File: config.mk
export PLATFORM = sky130hd
export DESIGN_NAME = linked_list_set_toggle_unit
export DESIGN_NICKNAME = d
export VERILOG_FILES = /design/src/llst_pkg.sv /design/src/llst_dp.sv /design/src/llst_ctrl.sv /design/src/linked_list_set_toggle_unit.sv
export VERILOG_INCLUDE_DIRS = /design/src /design/src/src
export SDC_FILE = /design/constraint.sdc
export NUM_CORES = 1
export LEC_CHECK = 0
export BUFFER_PORTS_ARGS = -buffer_cell sky130_fd_sc_hd__buf_2
export CORE_MARGIN = 2
export CORE_UTILIZATION = 49
export CTS_BUF_LIST = sky130_fd_sc_hd__clkbuf_8
export CTS_CLUSTER_DIAMETER = 60
export DETAILED_ROUTE_END_ITERATION = 7
export PLACE_DENSITY_LB_ADDON = 0.05
export REMOVE_ABC_BUFFERS = 1
export SLEW_MARGIN = 10
export SYNTH_ARGS = -nofsm -noshare
export SYNTH_HDL_FRONTEND = slang
export SYNTH_HIERARCHICAL = 1
export SYNTH_SLANG_ARGS = --single-unit
export TNS_END_PERCENT = 50
File: constraint.sdc
create_clock -name clk -period 12.5 [get_ports clk]
set_input_delay 0 -clock clk [delete_from_list [all_inputs] [get_ports clk]]
set_output_delay 0 -clock clk [all_outputs]
set_load 0.005 [all_outputs]
File: src/assert_macros.svh
// Assertion macros shared by the set-toggle unit modules.
// Relies on clk and arst_n being visible in the module that expands them.
`ifndef ASSERT_MACROS_SVH
`define ASSERT_MACROS_SVH
`ifndef SYNTHESIS
// same-cycle implication
`define ASSERT_IMP(label, ante, cons) \
	label: assert property (@(posedge clk) disable iff (!arst_n) (ante) |-> (cons)) \
		else $error("assertion failed");
// next-cycle implication
`define ASSERT_NXT(label, ante, cons) \
	label: assert property (@(posedge clk) disable iff (!arst_n) (ante) |=> (cons)) \
		else $error("assertion failed");
`else
`define ASSERT_IMP(label, ante, cons)
`define ASSERT_NXT(label, ante, cons)
`endif
`endif

File: src/llst_pkg.sv
// Shared types for the linked-list set toggle unit: codes, states and the
// command/status bundles between controller and datapath. No dependencies.
package llst_pkg;

	typedef enum logic [1:0] {
		ACT_APPEND = 2'd0,
		ACT_TOGGLE = 2'd1,
		ACT_DUMP   = 2'd2
	} action_t;

	typedef enum logic [2:0] {
		ST_APPEND = 3'd0,
		ST_INSERT = 3'd1,
		ST_REMOVE = 3'd2,
		ST_FULL   = 3'd3,
		ST_DUMP   = 3'd4,
		ST_EMPTY  = 3'd5
	} status_t;

	typedef enum logic [3:0] {
		S_INIT,
		S_IDLE,
		S_RD_TAIL,
		S_CAP_END,
		S_WALK_START,
		S_WALK,
		S_FOUND,
		S_ALLOC,
		S_LINK,
		S_ADD,
		S_FULL,
		S_DUMP_HEAD,
		S_DUMP_START,
		S_DUMP,
		S_EMPTY
	} state_t;

	// link memory read address source
	typedef enum logic [2:0] {
		RD_TAIL,
		RD_FREE,
		RD_HEAD,
		RD_LINK,
		RD_K
	} rd_sel_t;

	// link memory write: target <- data
	typedef enum logic [2:0] {
		LW_NONE,
		LW_INIT,
		LW_NODE_END,
		LW_TAIL_NODE,
		LW_P_NEXT,
		LW_K_FREE
	} lw_sel_t;

	typedef struct packed {
		rd_sel_t rd;
		lw_sel_t lw;
		logic    vw;
		logic    ld_in;
		logic    ld_end;
		logic    ld_walk;
		logic    step;
		logic    ld_node;
		logic    ld_free_rd;
		logic    free_k;
		logic    tail_node;
		logic    init_step;
		logic    emit;
		status_t res;
	} cmd_t;

	typedef struct packed {
		logic free_zero;
		logic k_end;
		logic k_zero;
		logic match;
		logic link_zero;
		logic out_free;
		logic init_last;
	} stat_t;

endpackage

File: src/llst_dp.sv
// Datapath of the set toggle unit: link and value memories, cursor registers
// and the output word register. Uses llst_pkg and assert_macros.svh.
`include "assert_macros.svh"

module llst_dp #(
	parameter int NODES = 64
) (
	input  logic             clk,
	input  logic             arst_n,
	input  llst_pkg::cmd_t   cmd,
	output llst_pkg::stat_t  st,
	input  logic [7:0]       in_value,
	input  logic             out_tready,
	output logic             out_tvalid,
	output logic [23:0]      out_tdata,
	output logic             out_tlast
);

	localparam int IW = $clog2(NODES);

	logic [IW-1:0] link_mem [NODES];
	logic [7:0]    val_mem  [NODES];

	logic [IW-1:0] link_rd_q;
	logic [7:0]    val_rd_q;

	logic [IW-1:0] tail_q, free_q, end_q, p_q, k_q, node_q, init_q;
	logic [7:0]    byte_q;

	logic [IW-1:0] rd_addr, wr_addr, wr_data, init_data;
	logic          wr_en;

	logic          out_valid_q;
	logic [2:0]    out_status_q;
	logic [5:0]    out_index_q, out_link_q;
	logic [7:0]    out_value_q;
	logic          out_last_q;

	logic [IW-1:0] res_idx, res_lnk;
	logic [7:0]    res_val;
	logic [IW+5:0] res_idx_w, res_lnk_w;
	logic          out_free;

	assign out_free  = !out_valid_q || out_tready;
	assign init_data = (init_q == IW'(1) || init_q == IW'(NODES - 1)) ? '0 : init_q + IW'(1);

	always_comb begin
		unique case (cmd.rd)
			llst_pkg::RD_TAIL: rd_addr = tail_q;
			llst_pkg::RD_FREE: rd_addr = free_q;
			llst_pkg::RD_HEAD: rd_addr = IW'(1);
			llst_pkg::RD_LINK: rd_addr = link_rd_q;
			llst_pkg::RD_K:    rd_addr = k_q;
			default:           rd_addr = tail_q;
		endcase
	end

	always_comb begin
		wr_en   = 1'b1;
		wr_addr = init_q;
		wr_data = init_data;
		unique case (cmd.lw)
			llst_pkg::LW_NONE:      wr_en = 1'b0;
			llst_pkg::LW_INIT:      ;
			llst_pkg::LW_NODE_END: begin
				wr_addr = node_q;
				wr_data = end_q;
			end
			llst_pkg::LW_TAIL_NODE: begin
				wr_addr = tail_q;
				wr_data = node_q;
			end
			llst_pkg::LW_P_NEXT: begin
				wr_addr = p_q;
				wr_data = link_rd_q;
			end
			llst_pkg::LW_K_FREE: begin
				wr_addr = k_q;
				wr_data = free_q;
			end
			default:                wr_en = 1'b0;
		endcase
	end

	always_ff @(posedge clk) begin
		if (wr_en) begin
			link_mem[wr_addr] <= wr_data;
		end
		if (cmd.vw) begin
			val_mem[node_q] <= byte_q;
		end
		link_rd_q <= link_mem[rd_addr];
		val_rd_q  <= val_mem[rd_addr];
	end

	always_ff @(posedge clk or negedge arst_n) begin
		if (!arst_n) begin
			tail_q      <= IW'(1);
			free_q      <= IW'(2);
			init_q      <= '0;
			out_valid_q <= 1'b0;
		end else begin
			if (cmd.init_step) begin
				init_q <= init_q + IW'(1);
			end
			if (cmd.ld_free_rd) begin
				free_q <= link_rd_q;
			end
			// freed node goes to the head of the free chain
			if (cmd.free_k) begin
				free_q <= k_q;
				if (tail_q == k_q) begin
					tail_q <= p_q;
				end
			end
			if (cmd.tail_node) begin
				tail_q <= node_q;
			end
			if (cmd.emit) begin
				out_valid_q <= 1'b1;
			end else if (out_tready) begin
				out_valid_q <= 1'b0;
			end
		end
	end

	always_ff @(posedge clk) begin
		if (cmd.ld_in) begin
			byte_q <= in_value;
		end
		if (cmd.ld_end) begin
			end_q <= link_rd_q;
		end
		if (cmd.ld_walk) begin
			k_q <= link_rd_q;
			p_q <= IW'(1);
		end
		if (cmd.step) begin
			p_q <= k_q;
			k_q <= link_rd_q;
		end
		if (cmd.ld_node) begin
			node_q <= free_q;
		end
		if (cmd.emit) begin
			out_status_q <= cmd.res;
			out_index_q  <= res_idx_w[5:0];
			out_value_q  <= res_val;
			out_link_q   <= res_lnk_w[5:0];
			out_last_q   <= !(cmd.res == llst_pkg::ST_DUMP && link_rd_q != '0);
		end
	end

	always_comb begin
		unique case (cmd.res)
			llst_pkg::ST_APPEND, llst_pkg::ST_INSERT: begin
				res_idx = node_q;
				res_val = byte_q;
				res_lnk = end_q;
			end
			llst_pkg::ST_REMOVE: begin
				res_idx = k_q;
				res_val = byte_q;
				res_lnk = end_q;
			end
			llst_pkg::ST_FULL: begin
				res_idx = '0;
				res_val = byte_q;
				res_lnk = '0;
			end
			llst_pkg::ST_DUMP: begin
				res_idx = k_q;
				res_val = val_rd_q;
				res_lnk = link_rd_q;
			end
			default: begin
				res_idx = '0;
				res_val = '0;
				res_lnk = '0;
			end
		endcase
	end

	assign res_idx_w = {6'd0, res_idx};
	assign res_lnk_w = {6'd0, res_lnk};

	assign st.free_zero = (free_q == '0);
	assign st.k_end     = (k_q == end_q);
	assign st.k_zero    = (k_q == '0);
	assign st.match     = (val_rd_q == byte_q);
	assign st.link_zero = (link_rd_q == '0);
	assign st.out_free  = out_free;
	assign st.init_last = (init_q == IW'(NODES - 1));

	assign out_tvalid = out_valid_q;
	assign out_tdata  = {1'b0, out_link_q, out_value_q, out_index_q, out_status_q};
	assign out_tlast  = out_last_q;

	`ASSERT_IMP(a_tail_not_free_head, 1'b1, tail_q != '0)
	`ASSERT_IMP(a_free_skips_head, 1'b1, free_q != IW'(1))
	`ASSERT_IMP(a_emit_has_room, cmd.emit, out_free)

endmodule

File: src/llst_ctrl.sv
// Controller state machine of the set toggle unit: sequences memory reads,
// relinks and result words. Uses llst_pkg and assert_macros.svh.
`include "assert_macros.svh"

module llst_ctrl (
	input  logic            clk,
	input  logic            arst_n,
	input  logic            in_valid,
	input  logic [1:0]      in_action,
	output logic            in_ready,
	input  llst_pkg::stat_t st,
	output llst_pkg::cmd_t  cmd
);

	llst_pkg::state_t state_q, state_d;
	logic append_q, append_d;
	logic acc;

	assign in_ready = (state_q == llst_pkg::S_IDLE);
	assign acc      = in_valid && in_ready;

	always_ff @(posedge clk or negedge arst_n) begin
		if (!arst_n) begin
			state_q  <= llst_pkg::S_INIT;
			append_q <= 1'b0;
		end else begin
			state_q  <= state_d;
			append_q <= append_d;
		end
	end

	always_comb begin
		state_d  = state_q;
		append_d = append_q;
		cmd      = '0;
		unique case (state_q)
			llst_pkg::S_INIT: begin
				cmd.lw        = llst_pkg::LW_INIT;
				cmd.init_step = 1'b1;
				if (st.init_last) begin
					state_d = llst_pkg::S_IDLE;
				end
			end
			llst_pkg::S_IDLE: begin
				if (acc) begin
					cmd.ld_in = 1'b1;
					append_d  = (in_action == llst_pkg::ACT_APPEND);
					unique case (in_action)
						llst_pkg::ACT_APPEND, llst_pkg::ACT_TOGGLE:
							state_d = llst_pkg::S_RD_TAIL;
						llst_pkg::ACT_DUMP:
							state_d = llst_pkg::S_DUMP_HEAD;
						default:
							state_d = llst_pkg::S_EMPTY;
					endcase
				end
			end
			llst_pkg::S_RD_TAIL: begin
				cmd.rd  = llst_pkg::RD_TAIL;
				state_d = llst_pkg::S_CAP_END;
			end
			llst_pkg::S_CAP_END: begin
				cmd.ld_end = 1'b1;
				if (append_q) begin
					state_d = llst_pkg::S_ALLOC;
				end else begin
					cmd.rd  = llst_pkg::RD_HEAD;
					state_d = llst_pkg::S_WALK_START;
				end
			end
			llst_pkg::S_WALK_START: begin
				cmd.ld_walk = 1'b1;
				cmd.rd      = llst_pkg::RD_LINK;
				state_d     = llst_pkg::S_WALK;
			end
			llst_pkg::S_WALK: begin
				// stop at the end of the first set or of the list, else test the byte
				priority if (st.k_end || st.k_zero) begin
					state_d = llst_pkg::S_ALLOC;
				end else if (st.match) begin
					cmd.lw     = llst_pkg::LW_P_NEXT;
					cmd.ld_end = 1'b1;
					state_d    = llst_pkg::S_FOUND;
				end else begin
					cmd.step = 1'b1;
					cmd.rd   = llst_pkg::RD_LINK;
				end
			end
			llst_pkg::S_FOUND: begin
				if (st.out_free) begin
					cmd.emit   = 1'b1;
					cmd.res    = llst_pkg::ST_REMOVE;
					cmd.lw     = llst_pkg::LW_K_FREE;
					cmd.free_k = 1'b1;
					state_d    = llst_pkg::S_IDLE;
				end
			end
			llst_pkg::S_ALLOC: begin
				if (st.free_zero) begin
					state_d = llst_pkg::S_FULL;
				end else begin
					cmd.rd      = llst_pkg::RD_FREE;
					cmd.ld_node = 1'b1;
					state_d     = llst_pkg::S_LINK;
				end
			end
			llst_pkg::S_LINK: begin
				cmd.ld_free_rd = 1'b1;
				cmd.lw         = llst_pkg::LW_NODE_END;
				cmd.vw         = 1'b1;
				state_d        = llst_pkg::S_ADD;
			end
			llst_pkg::S_ADD: begin
				if (st.out_free) begin
					cmd.emit      = 1'b1;
					cmd.res       = append_q ? llst_pkg::ST_APPEND : llst_pkg::ST_INSERT;
					cmd.lw        = llst_pkg::LW_TAIL_NODE;
					cmd.tail_node = append_q;
					state_d       = llst_pkg::S_IDLE;
				end
			end
			llst_pkg::S_FULL: begin
				if (st.out_free) begin
					cmd.emit = 1'b1;
					cmd.res  = llst_pkg::ST_FULL;
					state_d  = llst_pkg::S_IDLE;
				end
			end
			llst_pkg::S_DUMP_HEAD: begin
				cmd.rd  = llst_pkg::RD_HEAD;
				state_d = llst_pkg::S_DUMP_START;
			end
			llst_pkg::S_DUMP_START: begin
				cmd.ld_walk = 1'b1;
				if (st.link_zero) begin
					state_d = llst_pkg::S_EMPTY;
				end else begin
					cmd.rd  = llst_pkg::RD_LINK;
					state_d = llst_pkg::S_DUMP;
				end
			end
			llst_pkg::S_DUMP: begin
				// hold the read on the current node while the output stalls
				cmd.rd = llst_pkg::RD_K;
				if (st.out_free) begin
					cmd.emit = 1'b1;
					cmd.res  = llst_pkg::ST_DUMP;
					cmd.step = 1'b1;
					cmd.rd   = llst_pkg::RD_LINK;
					if (st.link_zero) begin
						state_d = llst_pkg::S_IDLE;
					end
				end
			end
			llst_pkg::S_EMPTY: begin
				if (st.out_free) begin
					cmd.emit = 1'b1;
					cmd.res  = llst_pkg::ST_EMPTY;
					state_d  = llst_pkg::S_IDLE;
				end
			end
			default: begin
				state_d = llst_pkg::S_IDLE;
			end
		endcase
	end

	`ASSERT_NXT(a_accept_leaves_idle, acc, state_q != llst_pkg::S_IDLE)
	`ASSERT_NXT(a_init_holds, state_q == llst_pkg::S_INIT && !st.init_last, state_q == llst_pkg::S_INIT)
	`ASSERT_IMP(a_walk_only_toggle, state_q == llst_pkg::S_WALK, !append_q)

endmodule

File: src/linked_list_set_toggle_unit.sv
// Linked-list set toggle unit, top level. Append links a new node at the tail; toggle walks
// the first-set nodes and then removes the matching node or inserts the byte; dump lists
// every node; an unused action or an empty list gives an empty status, and a full store a
// full status. One item at a time, set by the serial walk over the single-read link memory;
// output stalls add cycles. After reset an init pass over every entry fills the link memory
// (free chain) with no item accepted.
module linked_list_set_toggle_unit #(
	parameter int NODES = 64
) (
	input  logic        clk,
	input  logic        arst_n,
	input  logic        s_axis_tvalid,
	output logic        s_axis_tready,
	input  logic [15:0] s_axis_tdata,   // action[1:0], value[9:2], zero fill
	output logic        m_axis_tvalid,
	input  logic        m_axis_tready,
	output logic [23:0] m_axis_tdata,   // status[2:0], node_index[8:3],
	                                    // node_value[16:9], node_link[22:17]
	output logic        m_axis_tlast
);

	llst_pkg::cmd_t  cmd;
	llst_pkg::stat_t st;

	llst_ctrl u_ctrl (
		.clk       (clk),
		.arst_n    (arst_n),
		.in_valid  (s_axis_tvalid),
		.in_action (s_axis_tdata[1:0]),
		.in_ready  (s_axis_tready),
		.st        (st),
		.cmd       (cmd)
	);

	llst_dp #(
		.NODES (NODES)
	) u_dp (
		.clk        (clk),
		.arst_n     (arst_n),
		.cmd        (cmd),
		.st         (st),
		.in_value   (s_axis_tdata[9:2]),
		.out_tready (m_axis_tready),
		.out_tvalid (m_axis_tvalid),
		.out_tdata  (m_axis_tdata),
		.out_tlast  (m_axis_tlast)
	);

endmodule
==> metrics.md <==
| Metric | Value |
|---|---|
| Post-synth ARST share | 2.42% |
| Core area | 80800 um2 |
| Crit-path most repeated cell | nand4_1 |
| Fin. Hold Viols | 0 |
| Clock skew | 0.0434 ns |
| Synthesized flop and latch total | 990 |
| Commonest cells post-synth | edfxtp_1, nand2_1, nor2_1 |
| Drt via density | 5.85 |
| Worst min-delay path class | in -> reg |
| Cell Area, Synth | roughly 40000 um2 |
| CP max stage cell | and2_4 |
| Clk sinks | 990 |
| Gr ovfl total | 0 |
| Tmin final | around 6.6 ns |
| Placed Area | 41200 um2 |
| Die X | 290 um |
| Die Height | 290 um |
| Multi-input gate area | 9860 um2 |
| Routability cong. | 0.856 |
| Syn-to-layout area delta | 10.9% |
| Slowest stage delay, CP | 0.84 ns |
| Vias in the first global route | 24100 |
| Kind of critical path | reg -> reg |
| Routed length per instance | 24.5 um |
| Fin crit share | 53.1% |
| Synth area leaders | edfxtp_1, nand2_1, mux2i_1 |
| Worst Path Arrival | 7.35 ns |
| Dominant synthesized flop cell | edfxtp_1 |
| Starting Density | 49.7% |
| First-pass GRT wire length | 152000 um |
| Setup Buffers After CTS | 0 |
| Synth cell types | 76 |
| Critical Path End Type | flip-flop |
| Cell taking the most area after synthesis | edfxtp_1 |
| Pin count of the biggest net entering global routing | roughly 190 |
| Full die area | 84200 um2 |
| Final ANT Viol Nets | 0 |
| Port Buf Inserts | 39 |
| Synth warnings | 6 |
| # DRC | 0 |
| Clock Path Buffers | 3 |
| Max VDD drop | between 0.3 and 0.4 mV |
| Status | finished clean |
| Worst-path fanout max | 185 |
| # IOs | 47 |
| Root Buffer | clkbuf_8 |
| Antenna violations before repair | 2 |
| Worst-margin pin slew | about 1.3 ns |
| Delay-heaviest family, CP | simple AND/OR/NAND/NOR gates |
| Gr usage total | 24.1% |
| Worst skew pair latency | 0.82 ns |
| CTS tree | yes |
| Final wirelength | 102000 um |
| Pre-antenna DRT Iters | 6 |
| Register area | 29500 um2 |
| Cts bufs inserted | around 160 |
| Number of synthesized flops with an enable pin | 952 |
| Fin. max-slew vios | 0 |
| Gate Count Post-Synth | 2899 |
| Mean area per synthesized cell | 13.8 um2 |
| Cts hold-fix bufs | 27 |
| Max frequency | 0.151 GHz |
| # setup viols final | 0 |
| Worst Path Buf+Inv | 2 |
| Final nets | 3003 |
| Post-route cell area | between 40000 and 50000 um2 |
| Util after Layout | 55.1% |
| Rel. slew slack | between 10% and 20% |
| Critical Path RT | 13.21 ns |
| Total number of vias | between 20000 and 25000 |
| DRT iter0 DRCs | 2172 |
| Worst setup SP type | flip-flop |
| Share of post-route cells with drive strength above 1 | 10.2% |
| H-tree levels | 4 |
| Reg clk slew, reported paths | 0.06 ns |
| Most numerous cell in the Yosys netlist | edfxtp_1 |
| Row Count | 104 |
| Leakage | 15.0 nW |
| Setup TNS | 0 ns |
| Final HPWL DP | 58500 um |
| FILL cells | 6651 |
| Cell chain of the critical path | buf_4 -> xnor2_1 -> nand4_1 -> nor2_1 -> or4_4 -> o21ai_0 -> or3_1 -> o21a_1 -> o21bai_1 -> and2_4 -> buf_12 -> nand2_1 -> a32oi_1 -> and3_1 -> a21oi_1 -> nand4_1 |
| Finished Layout Cells | 4173 |
| Post-synthesis sequential area ratio | 73.4% |
| Power, Total | 12.9 mW |
| Max-cap viol count | 0 |
| Synth top area share | between 70% and 80% |
| Power Density | 289 nW/um2 |
| Inst Count DP | 3850 |
| RSZ-0062 raised after global routing | false |
| CTS resizes | 0 |
worst min-delay path, cell delays in order:
cell,delay [ns]
dlygate4sd3_1,0.52
buf_2,0.12
nand2_1,0.07
o221ai_1,0.14
per-stage QoR:
step,hold WS (ns),setup WS [ns]
global placement,0.0398,5.88
floorplan,-0.296,3.24
finish,0.0932,5.87
global route,0.132,5.48
CTS,0.0276,5.84
detailed placement,0.0533,5.86
cell usage in the layout, fill, tap and decap left out, drive strengths merged, types with 5 or more instances in the layout:
| cell | n |
|---|---|
| nor2 | 161 |
| and2 | 10 |
| dfrtp | 22 |
| a32oi | 137 |
| mux2i | 158 |
| dfxtp | 14 |
| nand2b | 11 |
| clkbuf | 173 |
| nand4 | 21 |
| xor2 | 11 |
| or4 | 5 |
| nand3 | 92 |
| buf | 76 |
| or2 | 7 |
| dlygate4sd3 | 26 |
| a221oi | 19 |
| xnor2 | 20 |
| mux2 | 5 |
| a31oi | 101 |
| a22o | 12 |
| and3 | 58 |
| nor3b | 5 |
| nor2b | 13 |
| nand2 | 655 |
| a21oi | 97 |
| edfxtp | 952 |
| clkinv | 48 |
| o21ai | 26 |
| o221ai | 8 |
| o22ai | 7 |
| o211ai | 7 |
| nand3b | 7 |
| nor3 | 17 |
| inv | 84 |
logic make-up (layout without fill, tap and decap cells):
logic type	after synthesis	count (layout)	synth area share [%]
mux	163	163	4.08
simple gates	1073	1073	11.5
xor+xnor	31	31	0.677
other cells	1	3	0.00935
compound gates	438	438	7.82
fa+ha+maj	2	2	0.0624
flops	990	990	73.4
buf+inv	201	413	2.45
worst paths after layout:
| kind | from | endpoint | slack [ns] | depth (start not counted) |
|---|---|---|---|---|
| worst max-delay path | u_dp/byte_q[0] | u_dp/val_rd_q[1] | 5.87 | 16 |
| worst min-delay path | s_axis_tdata[1] | u_ctrl/state_q[3] | 0.09 | 4 |
| worst max register to register | u_dp/byte_q[0] | u_dp/val_rd_q[1] | 5.87 | 16 |
| worst min register to register | u_dp/tail_q[0] | u_dp/tail_q[0] | 0.55 | 2 |
| max in group asynchronous | arst_n | u_dp/tail_q[2] | 11.95 | 4 |
| min in group asynchronous | arst_n | u_dp/free_q[1] | 0.35 | 3 |
cell type report:
| type | count | area share [%] |
|---|---|---|
| flip-flops and latches | 990 | 66.2 |
| diodes | 2 | 0.0112 |
| inverters | 17 | 0.143 |
| multi-input cells | 1708 | 22.2 |
| clock inverters | 121 | 1.38 |
| repair buffers | 102 | 1.76 |
| well taps | 1060 | 2.98 |
| clock buffers | 173 | 5.35 |
layer usage:
metal | vias to the layer above | GRT usage, % | part of all wire [%]
met2 | 797 | 40.5 | 50
li1 | 11100 | - | -
met1 | 12300 | 31.5 | 41
met4 | 0 | 8.83 | 2.9
met3 | 192 | 4.35 | 5.9
met5 | - | 0 | 0
power breakdown:
| part | switching, mW | total, mW | internal [mW] | leakage [nW] |
|---|---|---|---|---|
| registers | 0.207 | 4.56 | 4.35 | 9.00 |
| clock network | 1.26 | 2.59 | 1.33 | 1.75 |
| logic | 4.13 | 5.71 | 1.58 | 4.24 |
| total | 5.59 | 12.9 | 7.26 | 15.0 |
state kept, by name, indices dropped and copies added, names as in the netlist, 6 cells and up:
signal / count
u_dp/node_q: 6
u_dp/byte_q: 8
u_dp/init_q: 6
u_dp/k_q: 6
u_dp/val_rd_q: 8
u_dp/free_q: 6
u_dp/p_q: 6
u_dp/link_rd_q: 6
u_dp/tail_q: 6
u_dp/out_index_q: 6
u_dp/val_mem: 512
u_dp/out_link_q: 6
u_dp/out_value_q: 8
u_dp/link_mem: 384
u_dp/end_q: 6
Power figures use the tool's default switching activity.
